[src/design/emr_pkg.sv]
// Shared types, codes and constants of the extent map range lookup block.
package emr_pkg;

  localparam int MaxExtentsDef = 16;

  localparam logic [1:0] KIND_LOAD  = 2'd0;
  localparam logic [1:0] KIND_QUERY = 2'd1;
  localparam logic [1:0] KIND_CLEAR = 2'd2;

  localparam logic [2:0] STAT_OK      = 3'd0;
  localparam logic [2:0] STAT_OVERLAP = 3'd1;
  localparam logic [2:0] STAT_WRAP    = 3'd2;
  localparam logic [2:0] STAT_FULL    = 3'd3;
  localparam logic [2:0] STAT_EMPTY   = 3'd4;
  localparam logic [2:0] STAT_SKIP    = 3'd5;

  localparam logic [31:0] GAP_TYPE = 32'd3;
  localparam logic [63:0] ADDR_MAX = 64'hFFFF_FFFF_FFFF_FFFF;

  typedef struct packed {
    logic [63:0] lo;
    logic [63:0] hi;
    logic [31:0] etype;
  } entry_t;

  typedef struct packed {
    logic [63:0] lo;
    logic [63:0] hi;
  } piece_t;

  typedef struct packed {
    logic        hit;
    logic        take;
    logic [63:0] span;
    logic [31:0] rem;
  } check_t;

endpackage

[src/design/emr_ram.sv]
// Generic single-write, single-read RAM with registered read data.
module emr_ram #(
  parameter int Width = 8,
  parameter int Depth = 16,
  localparam int AddrW = (Depth > 1) ? $clog2(Depth) : 1
) (
  input  logic             clk_i,
  input  logic             we_i,
  input  logic [AddrW-1:0] waddr_i,
  input  logic [Width-1:0] wdata_i,
  input  logic             re_i,
  input  logic [AddrW-1:0] raddr_i,
  output logic [Width-1:0] rdata_o
);

  logic [Width-1:0] mem_q [Depth];
  logic [Width-1:0] rdata_q;

  always_ff @(posedge clk_i) begin
    if (we_i) begin
      mem_q[waddr_i] <= wdata_i;
    end
    if (re_i) begin
      rdata_q <= mem_q[raddr_i];
    end
  end

  assign rdata_o = rdata_q;

endmodule

[src/design/emr_piece.sv]
// Shared piece checker: containment test, span subtract and count compare.
module emr_piece
  import emr_pkg::*;
(
  input  logic        clk_i,
  input  logic        en_i,
  input  piece_t      piece_i,
  input  logic [63:0] off_i,
  input  logic        started_i,
  input  logic [31:0] count_i,
  output check_t      chk_o
);

  logic        hit_q;
  logic [63:0] span_q;

  always_ff @(posedge clk_i) begin
    if (en_i) begin
      hit_q  <= started_i || ((off_i >= piece_i.lo) && (off_i < piece_i.hi));
      span_q <= piece_i.hi - off_i;
    end
  end

  always_comb begin
    chk_o.hit  = hit_q;
    chk_o.span = span_q;
    chk_o.take = (|span_q[63:32]) || (span_q[31:0] >= count_i);
    chk_o.rem  = count_i - span_q[31:0];
  end

endmodule

[src/design/extent_map_range_lookup.sv]
// Extent map range lookup: top level with the load, clear and query sequencer.
//
// The block holds up to MaxExtents typed extents in ascending order in a small RAM; gaps
// between them read as type 3. A load or clear passes an accept and an execute state: its
// input is registered on acceptance, and the execute state writes its result to the output
// register once that register is free. A query walks the table from the first entry. Each
// entry takes a read, a gap test and an extent state, and an emit state follows each piece:
// the gap, when one precedes the extent, and the extent. The trailing gap then takes a read,
// a tail and an emit state, and a start that lies in no piece adds a miss state. A query ends
// once the count is covered and waits while the output register is not free. A single shared
// piece checker does every containment test and span subtraction. One item is in work at a
// time; the next one is taken while the final result still waits in the output register.
module extent_map_range_lookup
  import emr_pkg::*;
#(
  parameter int MaxExtents = MaxExtentsDef
) (
  input  logic        clk_i,
  input  logic        rst_ni,
  input  logic        in_valid_i,
  output logic        in_ready_o,
  input  logic [1:0]  kind_i,
  input  logic [63:0] offset_i,
  input  logic [63:0] length_i,
  input  logic [31:0] extent_type_i,
  input  logic [31:0] query_count_i,
  output logic        out_valid_o,
  input  logic        out_ready_i,
  output logic [63:0] out_offset_o,
  output logic [63:0] out_length_o,
  output logic [31:0] out_type_o,
  output logic [2:0]  status_o,
  output logic        last_o
);

  localparam int IdxW = (MaxExtents > 1) ? $clog2(MaxExtents) : 1;
  localparam int CntW = $clog2(MaxExtents + 1);

  typedef enum logic [3:0] {
    S_IDLE,
    S_EXEC,
    S_READ,
    S_GAP,
    S_EXT,
    S_TAIL,
    S_EMIT,
    S_MISS
  } state_e;

  state_e state_q, state_d, ret_q, ret_d;

  logic [1:0]      kind_q, kind_d;
  logic [63:0]     off_q, off_d;
  logic [63:0]     len_q, len_d;
  logic [31:0]     type_q, type_d;
  logic [31:0]     qcnt_q, qcnt_d;
  logic [CntW-1:0] cnt_q, cnt_d;
  logic [CntW-1:0] idx_q, idx_d;
  logic [63:0]     cov_q, cov_d;
  logic [63:0]     pos_q, pos_d;
  logic            started_q, started_d;
  logic [63:0]     pe_q, pe_d;
  logic [31:0]     pt_q, pt_d;
  logic            pfin_q, pfin_d;

  logic        ovalid_q, ovalid_d;
  logic [63:0] ooff_q, ooff_d;
  logic [63:0] olen_q, olen_d;
  logic [31:0] otype_q, otype_d;
  logic [2:0]  ostat_q, ostat_d;
  logic        olast_q, olast_d;

  logic        ram_we, ram_re;
  entry_t      ram_wdata, ram_rdata;
  logic        unit_en;
  piece_t      piece;
  check_t      chk;
  logic        ofree;
  logic        emit_last;
  logic [64:0] lsum;

  emr_ram #(
    .Width($bits(entry_t)),
    .Depth(MaxExtents)
  ) u_table (
    .clk_i  (clk_i),
    .we_i   (ram_we),
    .waddr_i(cnt_q[IdxW-1:0]),
    .wdata_i(ram_wdata),
    .re_i   (ram_re),
    .raddr_i(idx_q[IdxW-1:0]),
    .rdata_o(ram_rdata)
  );

  emr_piece u_piece (
    .clk_i    (clk_i),
    .en_i     (unit_en),
    .piece_i  (piece),
    .off_i    (off_q),
    .started_i(started_q),
    .count_i  (qcnt_q),
    .chk_o    (chk)
  );

  assign ofree     = !ovalid_q || out_ready_i;
  assign lsum      = {1'b0, off_q} + {1'b0, len_q};
  assign emit_last = chk.take || pfin_q;

  assign ram_wdata.lo    = off_q;
  assign ram_wdata.hi    = lsum[63:0];
  assign ram_wdata.etype = type_q;

  always_comb begin
    state_d   = state_q;
    ret_d     = ret_q;
    kind_d    = kind_q;
    off_d     = off_q;
    len_d     = len_q;
    type_d    = type_q;
    qcnt_d    = qcnt_q;
    cnt_d     = cnt_q;
    idx_d     = idx_q;
    cov_d     = cov_q;
    pos_d     = pos_q;
    started_d = started_q;
    pe_d      = pe_q;
    pt_d      = pt_q;
    pfin_d    = pfin_q;
    ovalid_d  = ovalid_q && !out_ready_i;
    ooff_d    = ooff_q;
    olen_d    = olen_q;
    otype_d   = otype_q;
    ostat_d   = ostat_q;
    olast_d   = olast_q;
    ram_we    = 1'b0;
    ram_re    = 1'b0;
    unit_en   = 1'b0;
    piece     = '0;

    unique case (state_q)
      S_IDLE: begin
        if (in_valid_i) begin
          kind_d  = kind_i;
          off_d   = offset_i;
          len_d   = length_i;
          type_d  = extent_type_i;
          qcnt_d  = query_count_i;
          state_d = S_EXEC;
        end
      end
      S_EXEC: begin
        unique case (kind_q)
          KIND_LOAD: begin
            if (ofree) begin
              ovalid_d = 1'b1;
              ooff_d   = '0;
              olen_d   = '0;
              otype_d  = '0;
              olast_d  = 1'b1;
              priority if (len_q == '0) begin
                ostat_d = STAT_SKIP;
              end else if (off_q < cov_q) begin
                ostat_d = STAT_OVERLAP;
              end else if (lsum[64]) begin
                ostat_d = STAT_WRAP;
              end else if (cnt_q >= CntW'(MaxExtents)) begin
                ostat_d = STAT_FULL;
              end else begin
                ostat_d = STAT_OK;
                ram_we  = 1'b1;
                cnt_d   = cnt_q + CntW'(1);
                cov_d   = lsum[63:0];
              end
              state_d = S_IDLE;
            end
          end
          KIND_QUERY: begin
            if (qcnt_q == '0) begin
              if (ofree) begin
                ovalid_d = 1'b1;
                ooff_d   = '0;
                olen_d   = '0;
                otype_d  = '0;
                ostat_d  = STAT_EMPTY;
                olast_d  = 1'b1;
                state_d  = S_IDLE;
              end
            end else begin
              pos_d     = '0;
              idx_d     = '0;
              started_d = 1'b0;
              state_d   = S_READ;
            end
          end
          KIND_CLEAR: begin
            if (ofree) begin
              cnt_d    = '0;
              cov_d    = '0;
              ovalid_d = 1'b1;
              ooff_d   = '0;
              olen_d   = '0;
              otype_d  = '0;
              ostat_d  = STAT_OK;
              olast_d  = 1'b1;
              state_d  = S_IDLE;
            end
          end
          default: begin
            state_d = S_IDLE;
          end
        endcase
      end
      S_READ: begin
        if (idx_q < cnt_q) begin
          ram_re  = 1'b1;
          state_d = S_GAP;
        end else begin
          state_d = S_TAIL;
        end
      end
      S_GAP: begin
        if (ram_rdata.lo > pos_q) begin
          piece.lo = pos_q;
          piece.hi = ram_rdata.lo;
          unit_en  = 1'b1;
          pe_d     = ram_rdata.lo;
          pt_d     = GAP_TYPE;
          pfin_d   = 1'b0;
          ret_d    = S_EXT;
          state_d  = S_EMIT;
        end else begin
          state_d = S_EXT;
        end
      end
      S_EXT: begin
        piece.lo = ram_rdata.lo;
        piece.hi = ram_rdata.hi;
        unit_en  = 1'b1;
        pe_d     = ram_rdata.hi;
        pt_d     = ram_rdata.etype;
        pfin_d   = ((idx_q + CntW'(1)) == cnt_q) && (ram_rdata.hi == ADDR_MAX);
        pos_d    = ram_rdata.hi;
        idx_d    = idx_q + CntW'(1);
        ret_d    = S_READ;
        state_d  = S_EMIT;
      end
      S_TAIL: begin
        if (pos_q != ADDR_MAX) begin
          piece.lo = pos_q;
          piece.hi = ADDR_MAX;
          unit_en  = 1'b1;
          pe_d     = ADDR_MAX;
          pt_d     = GAP_TYPE;
          pfin_d   = 1'b1;
          ret_d    = S_MISS;
          state_d  = S_EMIT;
        end else begin
          state_d = S_MISS;
        end
      end
      S_EMIT: begin
        if (!chk.hit) begin
          state_d = ret_q;
        end else if (ofree) begin
          ovalid_d  = 1'b1;
          ooff_d    = off_q;
          olen_d    = chk.span;
          otype_d   = pt_q;
          ostat_d   = STAT_OK;
          olast_d   = emit_last;
          off_d     = pe_q;
          started_d = 1'b1;
          qcnt_d    = chk.take ? '0 : chk.rem;
          state_d   = emit_last ? S_IDLE : ret_q;
        end
      end
      S_MISS: begin
        if (ofree) begin
          ovalid_d = 1'b1;
          ooff_d   = off_q;
          olen_d   = '0;
          otype_d  = GAP_TYPE;
          ostat_d  = STAT_OK;
          olast_d  = 1'b1;
          state_d  = S_IDLE;
        end
      end
      default: begin
        state_d = S_IDLE;
      end
    endcase
  end

  always_ff @(posedge clk_i or negedge rst_ni) begin
    if (!rst_ni) begin
      state_q   <= S_IDLE;
      ret_q     <= S_IDLE;
      kind_q    <= '0;
      off_q     <= '0;
      len_q     <= '0;
      type_q    <= '0;
      qcnt_q    <= '0;
      cnt_q     <= '0;
      idx_q     <= '0;
      cov_q     <= '0;
      pos_q     <= '0;
      started_q <= 1'b0;
      pe_q      <= '0;
      pt_q      <= '0;
      pfin_q    <= 1'b0;
      ovalid_q  <= 1'b0;
      ooff_q    <= '0;
      olen_q    <= '0;
      otype_q   <= '0;
      ostat_q   <= '0;
      olast_q   <= 1'b0;
    end else begin
      state_q   <= state_d;
      ret_q     <= ret_d;
      kind_q    <= kind_d;
      off_q     <= off_d;
      len_q     <= len_d;
      type_q    <= type_d;
      qcnt_q    <= qcnt_d;
      cnt_q     <= cnt_d;
      idx_q     <= idx_d;
      cov_q     <= cov_d;
      pos_q     <= pos_d;
      started_q <= started_d;
      pe_q      <= pe_d;
      pt_q      <= pt_d;
      pfin_q    <= pfin_d;
      ovalid_q  <= ovalid_d;
      ooff_q    <= ooff_d;
      olen_q    <= olen_d;
      otype_q   <= otype_d;
      ostat_q   <= ostat_d;
      olast_q   <= olast_d;
    end
  end

  assign in_ready_o   = (state_q == S_IDLE);
  assign out_valid_o  = ovalid_q;
  assign out_offset_o = ooff_q;
  assign out_length_o = olen_q;
  assign out_type_o   = otype_q;
  assign status_o     = ostat_q;
  assign last_o       = olast_q;

endmodule

[config.mk]
export PLATFORM = sky130hd
export DESIGN_NAME = extent_map_range_lookup
export DESIGN_NICKNAME = d
export VERILOG_FILES = /design/src/design/emr_pkg.sv /design/src/design/emr_ram.sv /design/src/design/emr_piece.sv /design/src/design/extent_map_range_lookup.sv
export SDC_FILE = /design/constraint.sdc
export NUM_CORES = 2
export LEC_CHECK = 0
export ABC_AREA = 1
export BUFFER_PORTS_ARGS = -buffer_cell sky130_fd_sc_hd__buf_2
export CAP_MARGIN = 5
export CORE_MARGIN = 10
export CORE_UTILIZATION = 54
export CTS_CLUSTER_DIAMETER = 120
export DETAILED_ROUTE_END_ITERATION = 7
export HOLD_SLACK_MARGIN = 0.06
export PLACE_DENSITY = 0.78
export SLEW_MARGIN = 10
export SYNTH_ARGS = -nofsm -noshare
export SYNTH_HDL_FRONTEND = slang
export SYNTH_SLANG_ARGS = --single-unit
[constraint.sdc]
create_clock -name clk_i -period 48.3 [get_ports clk_i]
set_input_delay 2.415 -clock clk_i [delete_from_list [all_inputs] [get_ports clk_i]]
set_output_delay 2.415 -clock clk_i [all_outputs]
set_load 0.01 [all_outputs]
==> impl_metrics.tcl <==
set metrics [dict create \
    min_from "u_table.rdata_o[17]$_DFFE_PP_" \
    setup_tns_ns 0 \
    worstPathCellList "inv_1 -> nand2_1 -> nand2_1 -> nand2_1 -> nand2_1 -> nand2_1 -> nand2_1 -> nand2_1 -> nand2_1 -> nand2_1 -> nand2_1 -> nand2_1 -> nand2_1 -> a21boi_0 -> nand3_1 -> nor3_2 -> buf_4 -> buf_4 -> buf_4" \
    vias 109000 \
    num_rows 191 \
    r2r-start "off_q[0]$_DFFE_PN0P_" \
    routed.top_layer "met5" \
    n_fill_cell 20600 \
    core-area_sq_mm 0.271 \
    pin_count 364 \
    total_leakage_power_uw 0.0614 \
    drive_above_1_share 0.101 \
    cp-end-kind "flop" \
    ys_ff_latch 3387 \
    nets 13700 \
    globalRouteOverflowTotal 0 \
    status "complete, but fails checks" \
    routed-wl-met3_um 73500 \
    finalMaxSlewViolations 0 \
    grt_pass1_wl_um 684000 \
    cts.reportedPaths.clkPinSlew_ns 0.06 \
    cp_max_fo 47 \
    finalSetupViolCount 0 \
    cpPeakStageDelay_ns 0.96 \
    ant_nets 0 \
    avgViaCountPerCell 6.42 \
    synth_warnings 0 \
    wl_met2_um 204000 \
    ir_drop_mv 0.0306 \
    synth_area_leader_cell "edfxtp_1" \
    max-slew-margin-rel 0.110 \
    hold_class "flop to flop" \
    port_buffers 363 \
    holdPathEnd "pt_q[17]$_DFFE_PN0P_" \
    synth_cells 12900 \
    die_w_um 543 \
    htreeDepth 5 \
    synth_area_leaders "edfxtp_1 57%, dfrtp_1 10%, nand2_1 4.8%" \
    grt_pass1_vias 105000 \
    drtPass1Iterations 8 \
    synth_top_area_frac 0.566 \
    route.detailed.drc 2 \
    dieArea_sq_mm 0.295 \
    cts_tree "built" \
    dpl.hpwl_um 285000 \
    finalInstanceArea_sq_mm 0.164 \
    dp_cells 16300 \
    grt_usage 0.308 \
    rsz0062_at_grt "false" \
    ff2ff_setup_slack_ns 40.94 \
    synth_flop_cell "edfxtp_1" \
    synthArstFlopShare 0.178 \
    crit_top_cell "nand2_1" \
    failed_checks "DRC" \
    ys_types 57 \
    slowest_stage "dfrtp_1" \
    die_y_um 543 \
    stdcell_count 17000 \
    finalWirelength_um 473000 \
    fmax_ghz 0.136 \
    crit_type "flop to flop" \
    critPathLaunchType "flop" \
    hold-path-cell-count 2 \
    clk_path_buf_depth 4 \
    p_per_area_mw_per_mm2 51.8 \
    worst_ep_arrival_time_ns 7.85 \
    fin_crit_sh 0.152 \
    rr_worst_depth 19 \
    yosysSeqAreaShare 0.668 \
    cts.sinks 3387 \
    fin_skew_ns 0.0591 \
    synth_edf_count 2785 \
    post-cts-setup-buffers 0 \
    dpl_cell_area_sq_mm 0.153 \
    synthToLayoutAreaGrowth_pct 11.0 \
    drt_iter0_drc 17100 \
    worst_slew_pin_slew_ns 1.32 \
    numCtsBuffers 333 \
    p_total_uw 8490 \
    critical_path.reg2reg.endpoint "u_table.mem_q[6][17]$_DFFE_PP_" \
    cts_root_buf "clkbuf_16" \
    hold_violations 0 \
    syn_avg_cell_area_sq_um 11.5 \
    clkLatencyLatePin_ns 0.93 \
    syn_area_sq_mm 0.148 \
    grt_start_max_net_pins 207 \
    ctsHoldBuffers 0 \
    holdWs_ns 0.452 \
    start_util 0.544 \
    synth_fp_nets 13500 \
    routedWlPerCell_um 27.9 \
    min_period_ns 7.36 \
    drt-met1-wl_um 171000 \
    cap_viol_max_count 0 \
    antenna_found_initial 66 \
    gp_congestion 1.05 \
    required_ns 48.80 \
    cts_resized 0 \
]
## state kept, by name (all words and copies together), names as in the netlist, 2 cells and up
register,cells
u_table.mem_q,2560
cnt_q,5
pt_q,32
ret_q,3
qcnt_q,32
out_offset_o,64
kind_q,2
status_o,3
off_q,64
idx_q,5
out_length_o,64
len_q,64
u_table.rdata_o,160
pos_q,64
type_q,32
state_q,4
u_piece.span_q,64
pe_q,64
out_type_o,32
cov_q,64
## critical path, delay by kind of cell (launching register included)
family	cells	cell delay (ns)
buffers and inverters	4	2.86
AOI/OAI and AO/OA	1	0.66
and+or+nand+nor	14	2.36
DFF	1	0.96
## synth_stat cells, types with 22 or more instances
cell      number
o31ai_2      116
o21ai_1       96
nor4_1        60
edfxtp_1    2785
o21ai_0     1381
nand2_1     1876
dfrtp_1      602
nand4_1       99
xnor2_1       40
o21bai_1      22
mux2_2        95
nand3_1      199
buf_1         44
nor3_1        57
buf_2        115
o221ai_1     322
o211ai_1      71
o22ai_1      407
clkbuf_1     522
ha_1         365
a21oi_1     1033
nor2_1      1262
xor2_1        75
inv_1       1024
a21o_1        22
o31ai_1       42
## kinds of logic (layout without fill, tap and decap cells)
| kind of cell | Yosys count | after routing | share of synthesized area |
|---|---|---|---|
| and+or+nand+nor | 3603 | 3603 | 0.0978 |
| AOI/OAI and AO/OA | 3580 | 3580 | 0.143 |
| DFF | 3387 | 3387 | 0.668 |
| buffers and inverters | 1742 | 2218 | 0.0457 |
| adders and majority gates | 368 | 368 | 0.0313 |
| xor gates and xnor gates | 115 | 115 | 0.00682 |
| muxes | 95 | 95 | 0.00724 |
| other | 1 | 15 | 0.0000254 |
## metal layers
metal,vias to the layer above,GRT usage
met5,-,0.00276
met2,8254,0.456
met3,1448,0.0981
li1,46700,-
met1,52300,0.419
met4,66,0.134
## per-stage QoR
step	setup slack [ns]	utilization
global placement	41.20	0.564
finish	40.94	0.604
detailed placement	41.14	0.564
CTS	41.31	0.603
global route	40.92	0.604
floorplan	30.37	-
## layout make-up
cell class	count	area, sq um	share of cell area
flip-flops and latches	3387	98700	0.602
multi-input cells	7762	42400	0.259
clock buffers	424	8940	0.0546
well taps	3570	4470	0.0273
inverters	1047	3970	0.0242
repair buffers	567	3670	0.0224
clock inverters	180	1690	0.0103
diodes	14	35.0	0.000214
## cells in the final DEF (no fill, tap or decap), types with 23 or more instances in the layout
cell and n:
nor4_1 59, buf_4 179, nand2_1 1869, o31ai_2 116
nor3_1 41, bufinv_16 23, o21ai_1 97, xor2_1 74
mux2_2 95, xnor2_1 40, o22ai_1 407, dfrtp_1 598
clkinv_2 59, buf_2 362, nand4_1 99, clkbuf_1 70
o211ai_1 71, nand3_1 199, clkinv_1 55, nor2_1 1262
o221ai_1 322, ha_1 364, clkbuf_16 338, edfxtp_1 2785
inv_1 1020, buf_12 25, a21oi_1 1033, o21ai_0 1380
o31ai_1 42
## power breakdown
| part | total (uW) | leakage (uW) | switching, uW | internal (uW) |
|---|---|---|---|---|
| Clock | 2560 | 0.00518 | 1120 | 1440 |
| Sequential | 3880 | 0.0329 | 159 | 3720 |
| Combinational | 2050 | 0.0233 | 1540 | 514 |
## worst max-delay path by stage
stage | start | to
floorplan | idx_q[0]$_DFFE_PN0P_ | u_table.rdata_o[0]$_DFFE_PP_
global placement | out_ready_i | u_table.mem_q[6][10]$_DFFE_PP_
detailed placement | out_ready_i | u_table.mem_q[6][10]$_DFFE_PP_
CTS | off_q[0]$_DFFE_PN0P_ | u_table.mem_q[6][10]$_DFFE_PP_
global route | off_q[0]$_DFFE_PN0P_ | u_table.mem_q[6][17]$_DFFE_PP_
finish | off_q[0]$_DFFE_PN0P_ | u_table.mem_q[6][17]$_DFFE_PP_
(Power assumes the default switching activity.)
